### src/sv/mrq_pkg.sv
// Shared types, codes and defaults for the message ring queue.
package mrq_pkg;

    localparam int SLOTS_DEF     = 16;
    localparam int MAX_BYTES_DEF = 64;

    // config register indexes
    localparam logic CFG_MAX_MESSAGES = 1'b0;
    localparam logic CFG_SLOT_BYTES   = 1'b1;

    localparam logic [4:0] MAX_MESSAGES_RST = 5'd16;
    localparam logic [6:0] SLOT_BYTES_RST   = 7'd64;

    // input action codes
    localparam logic ACT_ENQ = 1'b0;
    localparam logic ACT_DEQ = 1'b1;

    // result kinds
    localparam logic KIND_ACK = 1'b0;
    localparam logic KIND_DEQ = 1'b1;

    // status codes
    localparam logic [1:0] STS_OK    = 2'd0;
    localparam logic [1:0] STS_FULL  = 2'd1;
    localparam logic [1:0] STS_EMPTY = 2'd2;
    localparam logic [1:0] STS_LONG  = 2'd3;

    // queue fill states
    localparam logic [1:0] FILL_EMPTY = 2'd0;
    localparam logic [1:0] FILL_AVAIL = 2'd1;
    localparam logic [1:0] FILL_FULL  = 2'd2;

    typedef struct packed {
        logic enq;       // enqueue word accepted
        logic deq;       // dequeue request accepted
        logic len_load;  // stored length is on the length memory output
        logic stream;    // message bytes being streamed out
    } cmd_t;

    typedef struct packed {
        logic empty;     // queue holds no message
        logic out_free;  // output register can take a word this cycle
        logic done;      // final byte of the message loaded into output
    } sts_t;

endpackage

### src/sv/mrq_ctrl.sv
// Controller state machine: input handshake and dequeue sequencing.
module mrq_ctrl
    import mrq_pkg::*;
(
    input  logic aclk,
    input  logic aresetn,
    input  logic s_tvalid,
    output logic s_tready,
    input  logic s_tuser,    // action
    input  sts_t sts,
    output cmd_t cmd
);

    localparam logic [1:0] ST_IDLE   = 2'd0;
    localparam logic [1:0] ST_LEN    = 2'd1;
    localparam logic [1:0] ST_STREAM = 2'd2;

    logic [1:0] state_reg;
    logic [1:0] state_next;
    logic       accept;

    assign s_tready = (state_reg == ST_IDLE) && sts.out_free;
    assign accept   = s_tvalid && s_tready;

    always_comb begin
        cmd.enq      = accept && (s_tuser == ACT_ENQ);
        cmd.deq      = accept && (s_tuser == ACT_DEQ);
        cmd.len_load = (state_reg == ST_LEN);
        cmd.stream   = (state_reg == ST_STREAM);
    end

    always_comb begin
        state_next = state_reg;
        unique case (state_reg)
            ST_IDLE: begin
                if (cmd.deq && !sts.empty) begin
                    state_next = ST_LEN;
                end
            end
            ST_LEN: begin
                state_next = ST_STREAM;
            end
            ST_STREAM: begin
                if (sts.done) begin
                    state_next = ST_IDLE;
                end
            end
            default: begin
                state_next = ST_IDLE;
            end
        endcase
    end

    always_ff @(posedge aclk) begin
        if (!aresetn) begin
            state_reg <= ST_IDLE;
        end else begin
            state_reg <= state_next;
        end
    end

endmodule

### config.mk
export PLATFORM = sky130hd
export DESIGN_NAME = mrq_ctrl
export DESIGN_NICKNAME = d
export VERILOG_FILES = /design/src/sv/mrq_pkg.sv /design/src/sv/mrq_ctrl.sv
export SDC_FILE = /design/constraint.sdc
export NUM_CORES = 1
export LEC_CHECK = 0
export BUFFER_PORTS_ARGS = -buffer_cell sky130_fd_sc_hd__buf_4
export CELL_PAD_IN_SITES_DETAIL_PLACEMENT = 2
export CELL_PAD_IN_SITES_GLOBAL_PLACEMENT = 2
export CORE_AREA = 2 2 39 41
export CTS_CLUSTER_DIAMETER = 40
export DETAILED_ROUTE_END_ITERATION = 10
export DIE_AREA = 0 0 41 43
export GPL_ROUTABILITY_DRIVEN = 0
export MAX_ROUTING_LAYER = met4
export PLACE_DENSITY_LB_ADDON = 0.1
export SETUP_SLACK_MARGIN = 0.4
export SYNTH_ARGS = -nofsm -noshare
export SYNTH_HDL_FRONTEND = slang
export SYNTH_SLANG_ARGS = --single-unit
### constraint.sdc
create_clock -name aclk -period 1.35 [get_ports aclk]
set_clock_uncertainty 0.2 [all_clocks]
set_input_delay 0 -clock aclk [delete_from_list [all_inputs] [get_ports aclk]]
set_output_delay 0 -clock aclk [all_outputs]
set_load 0.03 [all_outputs]
# After elaboration in Yosys (flattened, before gate mapping)
# Cells that the tools add are included.
totals:
  ff_bits: 2
  latch_bits: 0
  mem_bits_rw: 0
  mem_bits_ro: 0
  inputBits: 7
  out_inout_bits: 5
  memories: 0
classes:
  add_sub_neg: 0
  multipliers: 0
  div: 0
  magnitude_cmp: 0
  n_eq_ne: 4
  n_shift: 0
  n_mux: 3
  bitwise: 1
  reduce_logical: 8
op_table:
  columns: ["operator", "count"]
  rows:
  - ["2-bit one-hot mux with 3 select lines", 1]
  - ["1-bit logical AND", 5]
  - ["2-bit two-way mux", 2]
  - ["2-bit by 1-bit equality test with 1-bit output, second input constant", 1]
  - ["2-bit equality test, second input constant", 1]
  - ["2-bit zero test", 1]
  - ["2-bit by 1-bit inequality test with 1-bit output, second input constant", 1]
  - ["2-bit inequality test, second input constant", 1]
  - ["2-bit AND reduction", 1]
  - ["1-bit zero test", 1]
  - ["1-bit inverter", 1]

# Logic depth before layout (Yosys ltp)
# Gate-level depths: netlist of run 1.
logic_depth:
  ltp_word: 7
  ltp_mapped: 2

# Least setup slack after synthesis of run 1
# Ideal clock, no wire load.
synth_timing:
  kind: "reg2out"
  startpoint: "reg state_reg[0]"
  endpoint: "out cmd[2] (netlist name)"
  arrival_time_ns: 1.219
  setup_slack_ns: -0.069
  stages_incl_launch_ff: 3
  path_buffers: 0
  path_cell_list: "dfxtp_1 > nor3b_2 > and3_1"
synth_rtl:
  columns: ["item", "line_no", "source"]
  rows:
  - ["start: declaration", "mrq_ctrl.sv:18", "logic [1:0] state_reg;"]
  - ["start signal: assignment", "mrq_ctrl.sv:58", "state_reg <= state_next;"]
  - ["end: declaration", "mrq_ctrl.sv:11", "output cmd_t cmd"]

==> run_results.csv, run 1 <==
group,metric,value,unit
pwr,power.density,731,nW/um^2
setup_path,slowest_stage,"dfxtp_4",
yosys,synth-main-ff-cell,"dfxtp_1",
clocking,clk_pin_slew,30,ps
timing,tightest_slew,165,ps
yosys,ys_ff_latch,2,
routing,wl_per_cell,10.2,um
status,violations,"negative hold slack",
global_route,grt.total_usage,0.0812,
setup_path,critPathLaunch,"state_reg[1]$_SDFFE_PN0P_",
pwr,total_power,0.263,mW
min_path,hp-class,"in2reg",
setup_path,required,1150,ps
setup_path,worstSetupPathType,"reg2out",
clocking,numCtsBuffers,3,
yosys,synth_cell_type_count,11,
flow_run,drv_cap,0,
global_route,grt_util_met1,0.0737,
yosys,synth_cells,13,
routing,drt-initial-drc-count,0,
global_route,gr-total-overflow,0,
timing,worst_hold_slack,-123,ps
finish,drive_above_1_share,0.750,
yosys,synth_top_area_frac,0.327,
timing,fin_crit_sh,0.962,
setup_path,crit_fanout,4,
floorplan,initial_core_util,0.0886,
floorplan,rows,14,
yosys,yosysSeqAreaShare,0.327,
setup_path,crit_path_end_kind,"primary output",
yosys,synth_area,123,sq um
clocking,cts.sink_count,2,
global_route,grt_first_pass_wirelength,828,um
timing,grt_setup_unrepaired,"yes",
clocking,cts_tree,"done",
global_route,grt_util_met3,0.0157,
routing,dr.pass1.iters,1,
yosys,synth_area_leaders,"dfxtp_1, nor3b_2, nand4bb_1",
global_route,grt_max_degree,6,
routing,wl,490,um
placed_design,io_buffers,11,
yosys,synth_nets,20,
min_path,hold_start,"sts[0]",
setup_path,cp_cell_sequence,"nor3b_4 -> and3_4 -> buf_6",
finish,final_util,0.259,
yosys,synthArstFlopShare,0,
floorplan,die_w,41,um
timing,fmaxAchievable,770,MHz
timing,setup_viol,0,
global_route,grt_pass1_vias,183,
floorplan,ios,12,
global_route,antenna_found_initial,0,
timing,finalHoldViolCount,2,
clocking,postCtsHoldBufs,3,
finish,largest_register_ffs,2,
routing,routed_via_density,3.58,
clocking,ctsRootBufferMaster,"clkbuf_4",
timing,slew_violations,0,
clocking,insertion_delay,230,ps
finish,n_antenna_cell,0,
routing,vias,172,
finish,nNetsFinal,41,
clocking,clock_path_buffers,2,
yosys,syn_area_per_cell,9.43,sq um
timing,min_period,1300,ps
floorplan,dieHeight,43,um
finish,nFillCells,157,
pwr,irDropWorstVdd,0.247,mV
finish,fin_cells,48,
setup_path,critical_path.max_stage_delay,350,ps
setup_path,crit_path_start_kind,"register",
global_route,busiest_layer,"met4",
yosys,ys.warnings.count,0,
routing,ant_nets,0,
pwr,power_leakage,0.151,nW
global_route,grt_use_met2,0.109,
status,status,"complete, but fails checks",
yosys,synth-edff-count,0,
yosys,netlist_top_cells_count,"dfxtp_1, nor2_1",
timing,relSlewSlack,0.890,
floorplan,dieArea,1760,sq um
finish,area_growth,193,%
placed_design,hpwl,322,um
yosys,yosysTopAreaCell,"dfxtp_1",
setup_path,arrival,1100,ps
placed_design,dp.cells,39,
routing,drc_errors,0,
clocking,htreeDepth,1,
floorplan,coreArea,1380,sq um
setup_path,timing.rr.start,"state_reg[1]$_SDFFE_PN0P_",
timing repair:
item	CTS	global route
hold endpoints to repair	2	2
resized for setup	6	4
setup buffers	2	1
setup endpoints to repair	7	7
pin swaps	3	2
final timing paths:
check        cells after the start  slack, ps                   endpoint
max reg2reg                      3        270  state_reg[1]$_SDFFE_PN0P_
min reg2reg                      2        400  state_reg[0]$_SDFFE_PN0P_
min                              3       -120  state_reg[1]$_SDFFE_PN0P_
max                              3         50                     cmd[2]
cells in the final DEF (no fill, tap or decap):
master / synthesis / routed
buf_4: 1 / 9
buf_6: 0 / 5
clkbuf_4: 0 / 3
dlygate4sd3_1: 0 / 3
dfxtp_4: 0 / 2
nor2b_4: 0 / 1
nor3b_4: 0 / 1
and3_4: 0 / 1
nand4bb_4: 0 / 1
nor2_4: 0 / 1
nor2b_1: 1 / 1
nor3b_1: 1 / 1
o21a_1: 1 / 1
nand3b_1: 1 / 1
nor2_1: 2 / 1
metal layers:
metal,up-vias,share of wire
met3,4,0.045
met4,0,0.059
met2,6,0.57
met5,-,0
li1,84,-
met1,78,0.33
area by class of cell:
type	instances	area [sq um]	area share
flip-flops and latches	2	47.5	0.132
clock buffers	3	22.5	0.0627
multi-input cells	10	115	0.321
well taps	16	20.0	0.0557
repair buffers	17	154	0.429
critical path: cells and delay by family (launching register included):
kind                   cells  cell delay (ps)
flip-flops                 1              350
AND/OR/NAND/NOR            2              400
buffers and inverters      1              120
metrics by stage:
stage               instance area (sq um)  setup TNS, ps  setup WS, ps  hold WS, ps
finish                                359              0          50.8         -123
global route                          359          -15.1         -15.1         -110
CTS                                   337              0          34.6         -130
detailed placement                    238              0           234         28.1
global placement                      238              0           236         22.3
floorplan                             143              0           119         -159
power by group:
| part | total (mW) | internal, mW | leakage, nW | switching [mW] |
|---|---|---|---|---|
| sequential | 0.0585 | 0.0572 | 0.0178 | 0.00132 |
| combinational | 0.0688 | 0.0410 | 0.119 | 0.0277 |
| clock | 0.135 | 0.0983 | 0.0138 | 0.0370 |
logic make-up (layout without fill, tap and decap cells):
logic type      after synthesis  in the layout  synth area share
buf+inv                       1             20            0.0612
compound gates                1              1            0.0612
simple gates                  9              9             0.551
flops                         2              2             0.327
No activity file was read; power rests on OpenSTA's default activity.
==> run 2, diff against run 1 <==
--- a/config.mk
+++ b/config.mk
@@ -5,6 +5,7 @@
 export SDC_FILE = /design/constraint.sdc
 export NUM_CORES = 1
 export LEC_CHECK = 0
+export ABC_AREA = 1
 export BUFFER_PORTS_ARGS = -buffer_cell sky130_fd_sc_hd__buf_4
 export CELL_PAD_IN_SITES_DETAIL_PLACEMENT = 2
 export CELL_PAD_IN_SITES_GLOBAL_PLACEMENT = 2
==> constraint.sdc (replaced) <==
create_clock -name aclk -period 1.35 [get_ports aclk]
set_clock_uncertainty 0.2 [all_clocks]
set_input_delay 0 -clock aclk [delete_from_list [all_inputs] [get_ports aclk]]
set_output_delay 0 -clock aclk [all_outputs]
set_load 0.02 [all_outputs]
==> run 2 against run 1 <==
- the flow still finishes with violations (negative hold slack)
- synthesized cell count grew 38%
- sequential cell count did not move
- setup slack better by 78 ps
- critical path type unchanged
- largest cell class unchanged
==> run_results.csv, run 2 <==
group,metric,value,unit
setup_path,timing.rr.start,"state_reg[0]$_SDFFE_PN0P_",
timing,slew_violations,0,
yosys,synth_area,131,sq um
flow_run,drv_cap,0,
global_route,grt.total_usage,0.0821,
floorplan,initial_core_util,0.0949,
pwr,power_leakage,0.186,nW
pwr,power.density,647,nW/um^2
timing,min_period,1220,ps
timing,worst_hold_slack,-143,ps
finish,area_growth,193,%
floorplan,dieHeight,43,um
pwr,irDropWorstVdd,0.147,mV
yosys,synth_cell_type_count,11,
clocking,cts.sink_count,2,
global_route,gr-total-overflow,0,
status,violations,"negative hold slack",
timing,fin_setup_tns,0,ps
routing,wl_per_cell,9.04,um
clocking,postCtsHoldBufs,2,
clocking,insertion_delay,220,ps
yosys,yosysTopAreaCell,"dfxtp_1",
floorplan,coreArea,1380,sq um
finish,stdcell_area,385,sq um
yosys,synthArstFlopShare,0,
global_route,grt_first_pass_wirelength,862,um
finish,nFillCells,165,
min_path,hp-class,"in2reg",
routing,ant_nets,0,
routing,dr.pass1.iters,1,
clocking,htreeDepth,1,
setup_path,crit_path_start_kind,"register",
setup_path,cp_cell_sequence,"nor2_4 -> nand4_2 -> inv_2 -> buf_6",
timing,finalHoldViolCount,2,
yosys,synth_top_area_frac,0.305,
finish,largest_register_ffs,2,
status,status,"complete, but fails checks",
placed_design,io_buffers,11,
routing,drt-initial-drc-count,0,
yosys,synth-edff-count,0,
setup_path,worstSetupPathType,"reg2out",
timing,tightest_slew,137,ps
finish,n_antenna_cell,0,
global_route,antenna_found_initial,0,
min_path,hold_start,"sts[0]",
finish,final_common_cell,"buf_4",
yosys,synth_area_leaders,"dfxtp_1, inv_1, nand3b_1",
routing,routed_via_density,3.62,
placed_design,hpwl,344,um
finish,seqCellArea,47.5,sq um
timing,relSlewSlack,0.909,
routing,drc_errors,0,
finish,final_util,0.278,
timing,fin_crit_sh,0.905,
yosys,syn_area_per_cell,7.30,sq um
setup_path,critPathLaunch,"state_reg[0]$_SDFFE_PN0P_",
setup_path,required,1150,ps
timing,fmaxAchievable,819,MHz
yosys,ys.warnings.count,0,
yosys,synth_nets,25,
clocking,clock_path_buffers,2,
setup_path,crit_path_end_kind,"primary output",
yosys,ys_ff_latch,2,
floorplan,ios,12,
finish,multiInputGateArea,106,sq um
placed_design,dpl_cell_area,250,sq um
yosys,yosysMostFrequentCell,"inv_1",
setup_path,crit_fanout,3,
clocking,numCtsBuffers,3,
finish,nNetsFinal,48,
finish,drive_above_1_share,0.795,
yosys,synth_cells,18,
clocking,cts_tree,"done",
timing,grt_setup_unrepaired,"yes",
global_route,grt_pass1_vias,232,
finish,fin_cells,55,
floorplan,dieArea,1760,sq um
yosys,netlist_top_cells_count,"inv_1, nor2_1, dfxtp_1, nand3b_1",
floorplan,die_w,41,um
global_route,grt_max_degree,5,
routing,vias,199,
timing,setup_viol,0,
placed_design,dp.cells,44,
yosys,synth-main-ff-cell,"dfxtp_1",
setup_path,slowest_stage,"dfxtp_4",
clocking,clk_pin_slew,30,ps
clocking,ctsRootBufferMaster,"clkbuf_4",
setup_path,critical_path.max_stage_delay,340,ps
yosys,yosysSeqAreaShare,0.305,
finish,mostFrequentLayoutCells,"buf_4, buf_6, nor2_4, clkbuf_4",
setup_path,arrival,1020,ps
routing,wl,497,um
floorplan,rows,14,
==> run 2: critical path: cells and delay by family, from the launching register on <==
family / cells / cell delay (ps)
buffers and inverters: 2 / 180
flip-flops: 1 / 340
AND/OR/NAND/NOR: 2 / 280
==> run 2: path summary, 6_finish.rpt <==
check / to / slack [ps] / depth (start not counted)
max: cmd[2] / 130 / 4
min: state_reg[1]$_SDFFE_PN0P_ / -140 / 4
max reg2reg: state_reg[0]$_SDFFE_PN0P_ / 170 / 6
min reg2reg: state_reg[1]$_SDFFE_PN0P_ / 330 / 2
==> run 2: kinds of logic (layout without fill, tap and decap cells) <==
family,Yosys count,count (layout),synth area share
buf+inv,5,26,0.171
compound gates,1,1,0.0572
simple gates,10,10,0.467
flops,2,2,0.305
==> run 2: what timing repair did <==
| item | 4_1_cts | 5_1_grt |
|---|---|---|
| resized for setup | 10 | 7 |
| buffers inserted | 5 | 1 |
| endpoints found under the hold margin | 2 | 2 |
| pin swaps | 7 | 1 |
| endpoints found under the setup margin | 7 | 7 |
==> run 2: area by class of cell <==
class	count	share of cell area
clock buffer	3	0.0584
inverter	4	0.0390
multi-input combinational	11	0.276
sequential	2	0.123
tap	16	0.0519
timing repair buffer	19	0.451
==> run 2: report_power, final <==
group          total (mW)  internal, mW  switching (mW)
clock network       0.127        0.0976          0.0291
logic              0.0640        0.0386          0.0254
registers          0.0587        0.0573         0.00139
total               0.249         0.194          0.0559
==> run 2: routing by layer <==
metal / GRT usage / share of wire
met1: 0.0767 / 0.34
met2: 0.109 / 0.59
met3: 0.0314 / 0.066
met4: 0.100 / 0
met5: - / 0
==> run 2: through the flow <==
step / setup slack, ps / total power [mW]
final: 128 / 0.249
after CTS: 117 / 0.256
after detailed placement: 303 / 0.109
after floorplan: 428 / 0.0828
after global placement: 302 / 0.109
after global routing: 62.8 / 0.267
==> run 3, diff against run 2 <==
--- a/config.mk
+++ b/config.mk
@@ -5,7 +5,7 @@
 export SDC_FILE = /design/constraint.sdc
 export NUM_CORES = 1
 export LEC_CHECK = 0
-export ABC_AREA = 1
+export ABC_AREA = 0
 export BUFFER_PORTS_ARGS = -buffer_cell sky130_fd_sc_hd__buf_4
 export CELL_PAD_IN_SITES_DETAIL_PLACEMENT = 2
 export CELL_PAD_IN_SITES_GLOBAL_PLACEMENT = 2
@@ -16,7 +16,7 @@
 export GPL_ROUTABILITY_DRIVEN = 0
 export MAX_ROUTING_LAYER = met4
 export PLACE_DENSITY_LB_ADDON = 0.1
-export SETUP_SLACK_MARGIN = 0.4
+export SETUP_SLACK_MARGIN = 0.02
 export SYNTH_ARGS = -nofsm -noshare
 export SYNTH_HDL_FRONTEND = slang
 export SYNTH_SLANG_ARGS = --single-unit
==> run 3 against run 2 <==
- clock power is 4% higher
- count of clock-buffer cells in the layout unchanged
- setup slack got worse by 51 ps
- largest cell class unchanged
- cell count decreased by 11%
- critical endpoint unchanged
- the flow now finishes without violations
- combinational power fell by 6.7%
==> run_results.csv, run 3 (synthesized netlist as in run 1, its figures left out) <==
group,metric,value,unit
placed_design,io_buffers,11,
setup_path,ff2ff_setup_slack,340,ps
routing,met3_length,24,um
routing,routed_via_density,3.61,
flow_run,drv_cap,0,
floorplan,ios,12,
finish,mostFrequentLayoutCells,"buf_4, dlygate4sd3_1, clkbuf_4, nor2_1",
setup_path,crit_path_end_kind,"primary output",
global_route,gr-total-overflow,0,
pwr,irDropWorstVdd,0.307,mV
routing,wl_per_cell,10.3,um
timing,min_period,1270,ps
timing,finalHoldViolCount,0,
min_path,hp-class,"in2out",
global_route,antenna_found_initial,0,
global_route,grt_max_degree,6,
floorplan,dieHeight,43,um
routing,vias,177,
global_route,grt_pass1_vias,179,
timing,tightest_slew,188,ps
finish,nNetsFinal,42,
clocking,cts_tree,"done",
floorplan,dieArea,1760,sq um
setup_path,worstSetupPathType,"reg2out",
routing,ant_nets,0,
floorplan,rows,14,
timing,setup_viol,0,
timing,fin_crit_sh,0.943,
routing,drc_errors,0,
setup_path,critPathLaunch,"state_reg[1]$_SDFFE_PN0P_",
global_route,grt.total_usage,0.0738,
finish,drive_above_1_share,0.576,
setup_path,required,1150,ps
clocking,htreeDepth,1,
setup_path,arrival,1070,ps
clocking,clock_path_buffers,2,
floorplan,initial_core_util,0.0886,
setup_path,crit_fanout,5,
floorplan,die_w,41,um
clocking,cts.sink_count,2,
status,status,"complete, no violations",
clocking,clk_pin_slew,30,ps
timing,grt_setup_unrepaired,"yes",
timing,slew_violations,0,
finish,largest_register_ffs,2,
setup_path,worstRegToRegCells,2,
setup_path,r2r-end,"state_reg[1]$_SDFFE_PN0P_",
routing,drt-initial-drc-count,5,
routing,route.met2.wl,273,um
finish,n_antenna_cell,0,
timing,fmaxAchievable,786,MHz
clocking,insertion_delay,220,ps
timing,relSlewSlack,0.874,
pwr,power.density,778,nW/um^2
finish,area_growth,165,%
timing,fin_setup_tns,0,ps
pwr,power_leakage,0.147,nW
routing,wl,505,um
floorplan,coreArea,1380,sq um
setup_path,endpoint,"cmd[2]",
setup_path,timing.rr.start,"state_reg[1]$_SDFFE_PN0P_",
global_route,grt_first_pass_wirelength,676,um
routing,met1Wirelength,180,um
clocking,ctsRootBufferMaster,"clkbuf_4",
clocking,numCtsBuffers,3,
setup_path,crit_path_start_kind,"register",
routing,dr.pass1.iters,3,
finish,final_common_cell,"buf_4",
routing,top_layer_used,"met4",
finish,final_util,0.235,
==> run 3: area by class of cell <==
class                           count  area, sq um
Clock buffer                        3         22.5
Fill cell                         168         1060
Multi-Input combinational cell     10         91.3
Sequential cell                     2         41.3
Tap cell                           16         20.0
Timing Repair Buffer               18          150
==> run 3: report_power, final <==
part / internal (mW) / leakage [nW] / switching [mW] / total [mW]
Clock: 0.0979 / 0.0138 / 0.0336 / 0.132
Sequential: 0.0606 / 0.0167 / 0.00123 / 0.0619
Combinational: 0.0385 / 0.117 / 0.0213 / 0.0597
==> run 3: timing repair <==
| item | 4_1_cts | 5_1_grt |
|---|---|---|
| hold buffers | 6 | 0 |
| pin swaps | 1 | 1 |
| setup endpoints to repair | 1 | 2 |
| gates resized for setup | 0 | 2 |
| buffers inserted | 1 | 0 |
| endpoints found under the hold margin | 2 | 0 |
==> run 3: worst min-delay path by stage <==
stage / startpoint / endpoint / slack, ps / cells after the start
final: sts[1] / s_tready / 320 / 4
after global routing: sts[1] / s_tready / 340 / 4
after CTS: aresetn / state_reg[1]$_SDFFE_PN0P_ / 320 / 3
after detailed placement: aresetn / state_reg[1]$_SDFFE_PN0P_ / 20 / 2
after global placement: aresetn / state_reg[1]$_SDFFE_PN0P_ / 20 / 2
after floorplan: s_tuser / cmd[3] / -120 / 1
==> run 3: stage by stage <==
step	std cells	area, sq um	power (mW)	hold WS (ps)	setup slack, ps
finish	49	325	0.253	315	77.5
global route	49	325	0.273	343	15.7
CTS	49	308	0.261	322	22.4
detailed placement	39	218	0.102	21.1	269
global placement	39	218	0.102	20.7	294
floorplan	13	123	0.0778	-120	128
==> run 3: worst max-delay path: stages, from the launching register on <==
cell	delay [ps]
dfxtp_1	340
nor3b_2	200
and3_1	170
buf_4	130
==> run 3: layer usage <==
metal,vias up,track usage
met2,7,0.0844
met5,-,-
met3,2,0.0471
met4,0,0.140
met1,82,0.0478
li1,86,-
